===== src/hw/rtl/zrbpd_pkg.sv =====
// Shared types and constants for the zero-run bit-packed pixel decoder.
package zrbpd_pkg;

	localparam int unsigned SRC_W   = 8;
	localparam int unsigned PIX_W   = 8;
	localparam int unsigned LEN_W   = 32;
	localparam int unsigned CNT_W   = 15;
	localparam int unsigned BPP_W   = 4;
	localparam int unsigned DIM_W   = 16;
	localparam int unsigned OUT_W   = 40;
	localparam int unsigned CFG_A_W = 2;

	localparam logic [BPP_W-1:0] BPP_RESET    = 4'd4;
	localparam logic [BPP_W-1:0] BPP_MAX      = 4'd8;
	localparam logic [BPP_W-1:0] BPP_MIN      = 4'd1;
	localparam logic [4:0]       CODE_BITS    = 5'd16;

	typedef enum logic [CFG_A_W-1:0] {
		CFG_BPP    = 2'd0,
		CFG_WIDTH  = 2'd1,
		CFG_HEIGHT = 2'd2
	} cfg_reg_t;

	// run handed from the bit decoder to the clipping stage
	typedef struct packed {
		logic             valid;
		logic             eoi;
		logic [PIX_W-1:0] value;
		logic [CNT_W-1:0] count;
	} run_req_t;

endpackage


===== src/hw/rtl/zrbpd_bitdec.sv =====
// Bit-serial symbol/run-count decoder, one bit per unstalled shift.
module zrbpd_bitdec (
	input  logic                                  clk,
	input  logic                                  arst_n,
	input  logic                                  s_axis_tvalid,
	output logic                                  s_axis_tready,
	input  logic [zrbpd_pkg::SRC_W-1:0]           s_axis_tdata,
	input  logic                                  s_axis_tlast,
	input  logic [zrbpd_pkg::BPP_W-1:0]           bpp,
	input  logic                                  slot_free,
	output zrbpd_pkg::run_req_t                   req
);

	typedef enum logic [3:0] {
		ST_IDLE  = 4'b0001,
		ST_SHIFT = 4'b0010,
		ST_TAIL  = 4'b0100,
		ST_FINAL = 4'b1000
	} state_t;

	state_t                            state_q;
	logic [zrbpd_pkg::SRC_W-1:0]       sh_q;
	logic [2:0]                        nb_q;
	logic                              last_q;
	logic                              cnt_mode_q;
	logic [2:0]                        k_q;
	logic [zrbpd_pkg::PIX_W-1:0]       sym_q;
	logic [3:0]                        got_q;
	logic [zrbpd_pkg::CNT_W-1:0]       acc_q;

	logic [zrbpd_pkg::BPP_W-1:0]       bpp_eff;
	logic [3:0]                        cw;
	logic                              b;
	logic [zrbpd_pkg::PIX_W-1:0]       sym_full;
	logic [zrbpd_pkg::CNT_W-1:0]       acc_full;
	logic                              sym_done;
	logic                              cnt_done;
	logic                              advance;

	always_comb begin
		if (bpp == '0) begin
			bpp_eff = zrbpd_pkg::BPP_MIN;
		end else if (bpp > zrbpd_pkg::BPP_MAX) begin
			bpp_eff = zrbpd_pkg::BPP_MAX;
		end else begin
			bpp_eff = bpp;
		end
	end

	assign cw       = 4'(zrbpd_pkg::CODE_BITS - {1'b0, bpp_eff});
	assign b        = sh_q[0];
	assign sym_full = sym_q | ({7'b0, b} << k_q);
	assign acc_full = acc_q | ({14'b0, b} << got_q);
	assign sym_done = (({1'b0, k_q} + 4'd1) == bpp_eff);
	assign cnt_done = ((got_q + 4'd1) == cw);

	always_comb begin
		req = '0;
		case (state_q)
			ST_SHIFT: begin
				if (cnt_mode_q) begin
					req.valid = cnt_done;
					req.count = acc_full;
				end else begin
					req.valid = sym_done && (sym_full != '0);
					req.value = sym_full;
					req.count = 15'd1;
				end
			end
			ST_TAIL: begin
				if (cnt_mode_q) begin
					req.valid = 1'b1;
					req.count = acc_q;
				end else begin
					req.valid = (sym_q != '0);
					req.value = sym_q;
					req.count = 15'd1;
				end
			end
			ST_FINAL: begin
				req.valid = 1'b1;
				req.eoi   = 1'b1;
			end
			default: begin
				req = '0;
			end
		endcase
	end

	assign advance       = !req.valid || slot_free;
	assign s_axis_tready = (state_q == ST_IDLE);

	always_ff @(posedge clk or negedge arst_n) begin
		if (!arst_n) begin
			state_q    <= ST_IDLE;
			sh_q       <= '0;
			nb_q       <= '0;
			last_q     <= 1'b0;
			cnt_mode_q <= 1'b0;
			k_q        <= '0;
			sym_q      <= '0;
			got_q      <= '0;
			acc_q      <= '0;
		end else begin
			case (state_q)
				ST_IDLE: begin
					if (s_axis_tvalid) begin
						sh_q    <= s_axis_tdata;
						last_q  <= s_axis_tlast;
						nb_q    <= '0;
						state_q <= ST_SHIFT;
					end
				end
				ST_SHIFT: begin
					if (advance) begin
						sh_q <= sh_q >> 1;
						nb_q <= nb_q + 3'd1;
						if (cnt_mode_q) begin
							if (cnt_done) begin
								cnt_mode_q <= 1'b0;
								got_q      <= '0;
								acc_q      <= '0;
							end else begin
								got_q <= got_q + 4'd1;
								acc_q <= acc_full;
							end
						end else begin
							if (sym_done) begin
								k_q        <= '0;
								sym_q      <= '0;
								cnt_mode_q <= (sym_full == '0);
								got_q      <= '0;
								acc_q      <= '0;
							end else begin
								k_q   <= k_q + 3'd1;
								sym_q <= sym_full;
							end
						end
						if (nb_q == 3'd7) begin
							state_q <= last_q ? ST_TAIL : ST_IDLE;
						end
					end
				end
				ST_TAIL: begin
					if (advance) begin
						state_q <= ST_FINAL;
					end
				end
				ST_FINAL: begin
					if (advance) begin
						cnt_mode_q <= 1'b0;
						k_q        <= '0;
						sym_q      <= '0;
						got_q      <= '0;
						acc_q      <= '0;
						last_q     <= 1'b0;
						state_q    <= ST_IDLE;
					end
				end
				default: begin
					state_q <= ST_IDLE;
				end
			endcase
		end
	end

endmodule


===== src/hw/rtl/zrbpd_clip.sv =====
// Budget clipping and output register for decoded runs.
module zrbpd_clip (
	input  logic                                  clk,
	input  logic                                  arst_n,
	input  logic [zrbpd_pkg::LEN_W-1:0]           budget,
	input  zrbpd_pkg::run_req_t                   req,
	output logic                                  slot_free,
	output logic                                  m_axis_tvalid,
	input  logic                                  m_axis_tready,
	output logic [zrbpd_pkg::OUT_W-1:0]           m_axis_tdata,
	output logic                                  m_axis_tlast
);

	logic [zrbpd_pkg::LEN_W-1:0]   emitted_q;
	logic                          out_valid_q;
	logic [zrbpd_pkg::PIX_W-1:0]   out_value_q;
	logic [zrbpd_pkg::LEN_W-1:0]   out_len_q;
	logic                          out_eoi_q;

	logic [zrbpd_pkg::LEN_W:0]     diff;
	logic [zrbpd_pkg::LEN_W-1:0]   rem;
	logic [zrbpd_pkg::LEN_W-1:0]   count32;
	logic [zrbpd_pkg::LEN_W-1:0]   sum;
	logic                          clipped;
	logic [zrbpd_pkg::LEN_W-1:0]   len;
	logic [zrbpd_pkg::LEN_W-1:0]   emitted_next;
	logic                          load;
	logic                          take;

	assign diff    = {1'b0, budget} - {1'b0, emitted_q};
	assign rem     = diff[zrbpd_pkg::LEN_W] ? '0 : diff[zrbpd_pkg::LEN_W-1:0];
	assign count32 = {{(zrbpd_pkg::LEN_W-zrbpd_pkg::CNT_W){1'b0}}, req.count};
	assign sum     = emitted_q + count32;
	assign clipped = (rem[zrbpd_pkg::LEN_W-1:zrbpd_pkg::CNT_W] == '0)
		&& (req.count >= rem[zrbpd_pkg::CNT_W-1:0]);

	always_comb begin
		if (req.eoi) begin
			len          = rem;
			emitted_next = '0;
		end else if (clipped) begin
			len          = rem;
			emitted_next = diff[zrbpd_pkg::LEN_W] ? emitted_q : budget;
		end else begin
			len          = count32;
			emitted_next = sum;
		end
	end

	assign slot_free = !out_valid_q || m_axis_tready;
	assign take      = req.valid && slot_free;
	assign load      = take && (req.eoi || (len != '0));

	always_ff @(posedge clk or negedge arst_n) begin
		if (!arst_n) begin
			emitted_q   <= '0;
			out_valid_q <= 1'b0;
		end else begin
			if (take) begin
				emitted_q <= emitted_next;
			end
			if (slot_free) begin
				out_valid_q <= load;
			end
		end
	end

	always_ff @(posedge clk) begin
		if (load) begin
			out_value_q <= req.value;
			out_len_q   <= len;
			out_eoi_q   <= req.eoi;
		end
	end

	assign m_axis_tvalid = out_valid_q;
	assign m_axis_tdata  = {out_len_q, out_value_q};
	assign m_axis_tlast  = out_eoi_q;

endmodule


===== src/hw/rtl/zero_run_bitpacked_pixel_decoder_unit.sv =====
// Top level of the zero-run bit-packed pixel decoder.
// Each compressed byte is taken in while the decoder is idle and then shifted out, one stream
// bit per step, through a shift register that feeds the symbol and count decoder; no new byte
// is taken until all its bits are used. The byte marked last adds two steps, one for a
// trailing partial symbol or cut-off count and one for the end-of-image word. A bit step
// that yields a run waits while the output register still holds an untaken word. Runs are
// clipped to width*height pixels; that product is formed when a size register is written.
module zero_run_bitpacked_pixel_decoder_unit (
	input  logic                                  clk,
	input  logic                                  arst_n,
	input  logic                                  s_axis_tvalid,
	output logic                                  s_axis_tready,
	input  logic [zrbpd_pkg::SRC_W-1:0]           s_axis_tdata,  // [7:0] src_byte
	input  logic                                  s_axis_tlast,  // last_byte
	output logic                                  m_axis_tvalid,
	input  logic                                  m_axis_tready,
	output logic [zrbpd_pkg::OUT_W-1:0]           m_axis_tdata,  // [7:0] pixel_value, [39:8] run_length
	output logic                                  m_axis_tlast,  // end_of_image
	input  logic                                  cfg_valid,
	output logic                                  cfg_ready,
	input  logic [zrbpd_pkg::CFG_A_W-1:0]         cfg_index,
	input  logic [zrbpd_pkg::DIM_W-1:0]           cfg_data
);

	logic [zrbpd_pkg::BPP_W-1:0]   bpp_q;
	logic [zrbpd_pkg::DIM_W-1:0]   width_q;
	logic [zrbpd_pkg::DIM_W-1:0]   height_q;
	logic [zrbpd_pkg::LEN_W-1:0]   budget_q;
	logic                          slot_free;
	zrbpd_pkg::run_req_t           req;

	assign cfg_ready = 1'b1;

	always_ff @(posedge clk or negedge arst_n) begin
		if (!arst_n) begin
			bpp_q    <= zrbpd_pkg::BPP_RESET;
			width_q  <= '0;
			height_q <= '0;
			budget_q <= '0;
		end else if (cfg_valid) begin
			case (cfg_index)
				zrbpd_pkg::CFG_BPP: begin
					bpp_q <= cfg_data[zrbpd_pkg::BPP_W-1:0];
				end
				zrbpd_pkg::CFG_WIDTH: begin
					width_q  <= cfg_data;
					budget_q <= {{(zrbpd_pkg::LEN_W-zrbpd_pkg::DIM_W){1'b0}}, cfg_data}
						* {{(zrbpd_pkg::LEN_W-zrbpd_pkg::DIM_W){1'b0}}, height_q};
				end
				zrbpd_pkg::CFG_HEIGHT: begin
					height_q <= cfg_data;
					budget_q <= {{(zrbpd_pkg::LEN_W-zrbpd_pkg::DIM_W){1'b0}}, width_q}
						* {{(zrbpd_pkg::LEN_W-zrbpd_pkg::DIM_W){1'b0}}, cfg_data};
				end
				default: begin
					bpp_q <= bpp_q;
				end
			endcase
		end
	end

	zrbpd_bitdec u_bitdec (
		.clk           (clk),
		.arst_n        (arst_n),
		.s_axis_tvalid (s_axis_tvalid),
		.s_axis_tready (s_axis_tready),
		.s_axis_tdata  (s_axis_tdata),
		.s_axis_tlast  (s_axis_tlast),
		.bpp           (bpp_q),
		.slot_free     (slot_free),
		.req           (req)
	);

	zrbpd_clip u_clip (
		.clk           (clk),
		.arst_n        (arst_n),
		.budget        (budget_q),
		.req           (req),
		.slot_free     (slot_free),
		.m_axis_tvalid (m_axis_tvalid),
		.m_axis_tready (m_axis_tready),
		.m_axis_tdata  (m_axis_tdata),
		.m_axis_tlast  (m_axis_tlast)
	);

endmodule


===== config.mk =====
export PLATFORM = sky130hd
export DESIGN_NAME = zero_run_bitpacked_pixel_decoder_unit
export DESIGN_NICKNAME = d
export VERILOG_FILES = /design/src/hw/rtl/zrbpd_pkg.sv /design/src/hw/rtl/zrbpd_bitdec.sv /design/src/hw/rtl/zrbpd_clip.sv /design/src/hw/rtl/zero_run_bitpacked_pixel_decoder_unit.sv
export SDC_FILE = /design/constraint.sdc
export NUM_CORES = 2
export LEC_CHECK = 0
export BUFFER_PORTS_ARGS = -buffer_cell sky130_fd_sc_hd__buf_2
export CORE_MARGIN = 2
export CORE_UTILIZATION = 35
export DETAILED_ROUTE_END_ITERATION = 10
export PLACE_DENSITY = 0.61
export SLEW_MARGIN = 20
export SYNTH_ARGS = -nofsm -noshare
export SYNTH_HDL_FRONTEND = slang
export SYNTH_SLANG_ARGS = --single-unit

===== constraint.sdc =====
create_clock -name clk -period 10 [get_ports clk]
set_clock_uncertainty 0.1 [all_clocks]
set_input_delay 2.5 -clock clk [delete_from_list [all_inputs] [get_ports clk]]
set_output_delay 2.5 -clock clk [all_outputs]
set_load 0.005 [all_outputs]

==> results by group <==
Synth
  – FF+latch count, synth: 189
  – Area share of the largest cell type after synthesis: 27.3%
  – Syn nets: 3953
  – Ys Warns: 0
  – Synth cell count leaders: 528 x inv_1, 456 x nand2_1, 390 x fa_1
  – Cell taking the most area after synthesis: fa_1
  – Post-synth ARST share: 78.3%
  – Synth top area cells: fa_1 27%, dfrtp_1 13%, ha_1 12%
  – Post-synthesis sequential area ratio: 17.3%
  – Mapped Area: 0.0286 mm²
  – Top_reg_cell synth: dfrtp_1
  – Most frequent cell after synthesis: inv_1
  – Synthesized area per cell: 8.78 µm²
  – Post-synth EDFFs: 41
  – Number of library cell types mapped by synthesis: 81
  – Syn Inst Count: 3253

Floorplanning
  – Initial Util: 35.4%
  – Core area: 0.0807 mm²
  – Num ports: 76
  – Die W: 290 µm
  – Die Y: 290 µm
  – Die Footprint: 0.0839 mm²
  – Placement row count: 104

Timing
  – Final period utilization: 91.5%
  – Worst Tran Pin Value: 1.13 ns
  – FMAX: 109 MHz
  – Final setup vio count: 0
  – Fin. Hold Viols: 0
  – Relative slew slack: 24.5%
  – Minimum clock period: 9.15 ns
  – Setup TNS Final: 0 ns
  – Setup ws final: 0.852 ns
  – Slew Limit Fails: 0
  – RSZ-0062 raised after global routing: false
  – Worst hold slack: 0.408 ns

Place
  – GPL Wtd Cong: 0.902
  – Placement Setup Slack: 0.311 ns
  – HPWL reported at the end of detailed placement: 60.5 mm
  – Port bufs: 74

GRT
  – First-pass GRT wire length: 125 mm
  – Vias in the first global route: 22.9k
  – Largest net degree at the start of global routing: 85
  – Global Route Usage Sum: 19.0%
  – Antenna violations before repair: 2
  – Total grt overflow: 0

Clocking
  – TritonCTS clock tree: done
  – Post-CTS setup repair buffer count: 0
  – Post-CTS Resized: 0
  – Clock Path Buffers: 2
  – Worst-path clk slew: 0.10 ns
  – Root buffer cell: clkbuf_16
  – Post-CTS Hold Fix Bufs: 0
  – Skew-Pair Late Insertion Delay: 0.52 ns
  – Total CTS buffers: 17
  – CTS Sinks: 189
  – CTS H-tree depth: 4

Critical path
  – Startpoint types: input port
  – Most frequent CP cell: fa_1
  – CP delay by family, top: adder cells
  – Crit path launch: cfg_data[5]
  – Crit-path slowest cell: fa_1
  – Endpoint class of the critical path: flop
  – Crit-path max FO: 21
  – FF-to-FF End: u_clip.out_len_q[23]$_DFFE_PP_
  – Critical path class: input port to flop
  – Largest stage delay on the critical path: 0.54 ns
  – FF-to-FF path depth: 27
  – Critical path arrival: 9.43 ns
  – R2R Setup Slk: 2.22 ns
  – Setup crit end: budget_q[31]$_DFFE_PN0P_
  – Crit path buf inv count: 7
  – Stages on worst setup path: 27
  – RR Startpoint: budget_q[0]$_DFFE_PN0P_
  – Critical Path RT: 10.28 ns

Routing
  – Met2 WL: 35.3 mm
  – Antenna Violating Nets Remaining: 0
  – Top layer in use: met4
  – Final wirelength: 77.0 mm
  – Via-to-Cell Ratio: 5.14
  – First-pass DRT Iterations: 9
  – # DRC: 2
  – Met3 wire length: 3.96 mm
  – Vias after detailed routing: 22.2k
  – M1 WL: 35.9 mm
  – Post-DR wirelength/cell: 17.8 µm
  – DR iter-0 viols: 1301

Layout
  – # fillers: 8366
  – Share of layout cells above drive strength 1: 6.60%
  – Area delta synth->final: 7.60%
  – Layout Nets: 3947

Status
  – Failing checks: design-rule violations
  – Outcome: finished with violations

Hold path
  – Worst hold path class: flop to flop

Flow run
  – Max-capacitance violation count: 0
[sequential cells by signal, summed over array words and instances, names as in the netlist]
| signal | cells |
|---|---|
| u_bitdec.sh_q | 8 |
| u_bitdec.got_q | 4 |
| u_bitdec.sym_q | 8 |
| u_bitdec.cnt_mode_q | 1 |
| u_bitdec.state_q | 4 |
| bpp_q | 4 |
| u_clip.out_value_q | 8 |
| budget_q | 32 |
| u_clip.m_axis_tvalid | 1 |
| u_bitdec.nb_q | 3 |
| height_q | 16 |
| u_clip.emitted_q | 32 |
| u_bitdec.k_q | 3 |
| width_q | 16 |
| u_bitdec.acc_q | 15 |
| u_bitdec.last_q | 1 |
| u_clip.out_len_q | 32 |
| u_clip.m_axis_tlast | 1 |
[cell usage in the layout, fill, tap and decap left out, types with 40 or more instances in the layout]
cell / n
o21ai_0: 114
inv_1: 528
nand3_1: 41
buf_4: 44
fa_1: 390
ha_1: 277
a21o_1: 44
and2_1: 251
dfrtp_1: 146
a31oi_1: 40
xnor2_1: 54
a21oi_1: 107
edfxtp_1: 41
buf_2: 73
nand2_1: 455
nor2_1: 162
[worst register-to-register path, stage by stage (launching register included)]
cell      delay, ns
dfrtp_1        0.39
inv_1          0.10
ha_1           0.23
inv_1          0.07
fa_1           0.24
a211oi_1       0.11
o211ai_1       0.41
nand4_1        0.29
a21oi_1        0.27
a21oi_1        0.13
o41ai_2        0.28
buf_4          0.29
inv_1          0.20
or3_1          0.44
ha_1           0.31
nand4_1        0.09
or3_1          0.39
a21oi_1        0.22
o221ai_1       0.24
nor3_1         0.24
nand4b_1       0.12
or4_4          0.52
nor4_4         0.25
buf_4          0.28
or2_1          0.17
mux2i_1        0.14
a21boi_4       0.62
buf_4          0.35
[through the flow]
stage | instances | cell area [µm²] | utilization (%)
2_1_floorplan | 3253 | 28600 | -
3_3_place_gp | 4288 | 30100 | 37.3
3_5_place_dp | 4288 | 30100 | 37.3
4_1_cts | 4320 | 30700 | 38.1
5_1_grt | 4320 | 30700 | 38.1
6_report | 4323 | 30700 | 38.1
[worst min-delay path by stage]
stage / cells past startpoint / endpoint / from
after floorplan: 2 / u_bitdec.acc_q[0]$_DFFE_PN0P_ / u_bitdec.acc_q[0]$_DFFE_PN0P_
after global placement: 2 / u_bitdec.acc_q[1]$_DFFE_PN0P_ / u_bitdec.acc_q[1]$_DFFE_PN0P_
after detailed placement: 2 / u_bitdec.acc_q[0]$_DFFE_PN0P_ / u_bitdec.acc_q[0]$_DFFE_PN0P_
after CTS: 2 / u_bitdec.acc_q[9]$_DFFE_PN0P_ / u_bitdec.acc_q[9]$_DFFE_PN0P_
after global routing: 1 / u_bitdec.nb_q[0]$_DFFE_PN0P_ / u_bitdec.nb_q[0]$_DFFE_PN0P_
final: 2 / u_bitdec.acc_q[11]$_DFFE_PN0P_ / u_bitdec.acc_q[11]$_DFFE_PN0P_
[per-layer routing]
layer / GRT usage [%] / vias up
met5: 0 / -
met3: 2.60 / 95
li1: - / 10475
met2: 31.1 / 597
met4: 5.59 / 0
met1: 26.2 / 11070
[area by class of cell]
class / instances / area (µm²) / area share (%)
multi-input cells: 2391 / 21100 / 68.7
inverters: 529 / 1990 / 6.46
diodes: 3 / 7.51 / 0.0244
repair buffers: 119 / 727 / 2.36
clock buffers: 17 / 425 / 1.38
flip-flops and latches: 189 / 4940 / 16.1
clock inverters: 15 / 220 / 0.716
well taps: 1060 / 1330 / 4.31
[logic make-up after synthesis]
kind of cell    share of synthesized area, %
simple gates                            18.4
buf+inv                                 8.94
fa+ha+maj                               39.5
compound gates                          10.9
flops                                   17.3
xor+xnor                                2.76
mux                                     2.26
other cells                           0.0131
Power is left out: the tool's default activity adds up to more than one toggle a clock period on the data nets, which glitch-free logic cannot reach.
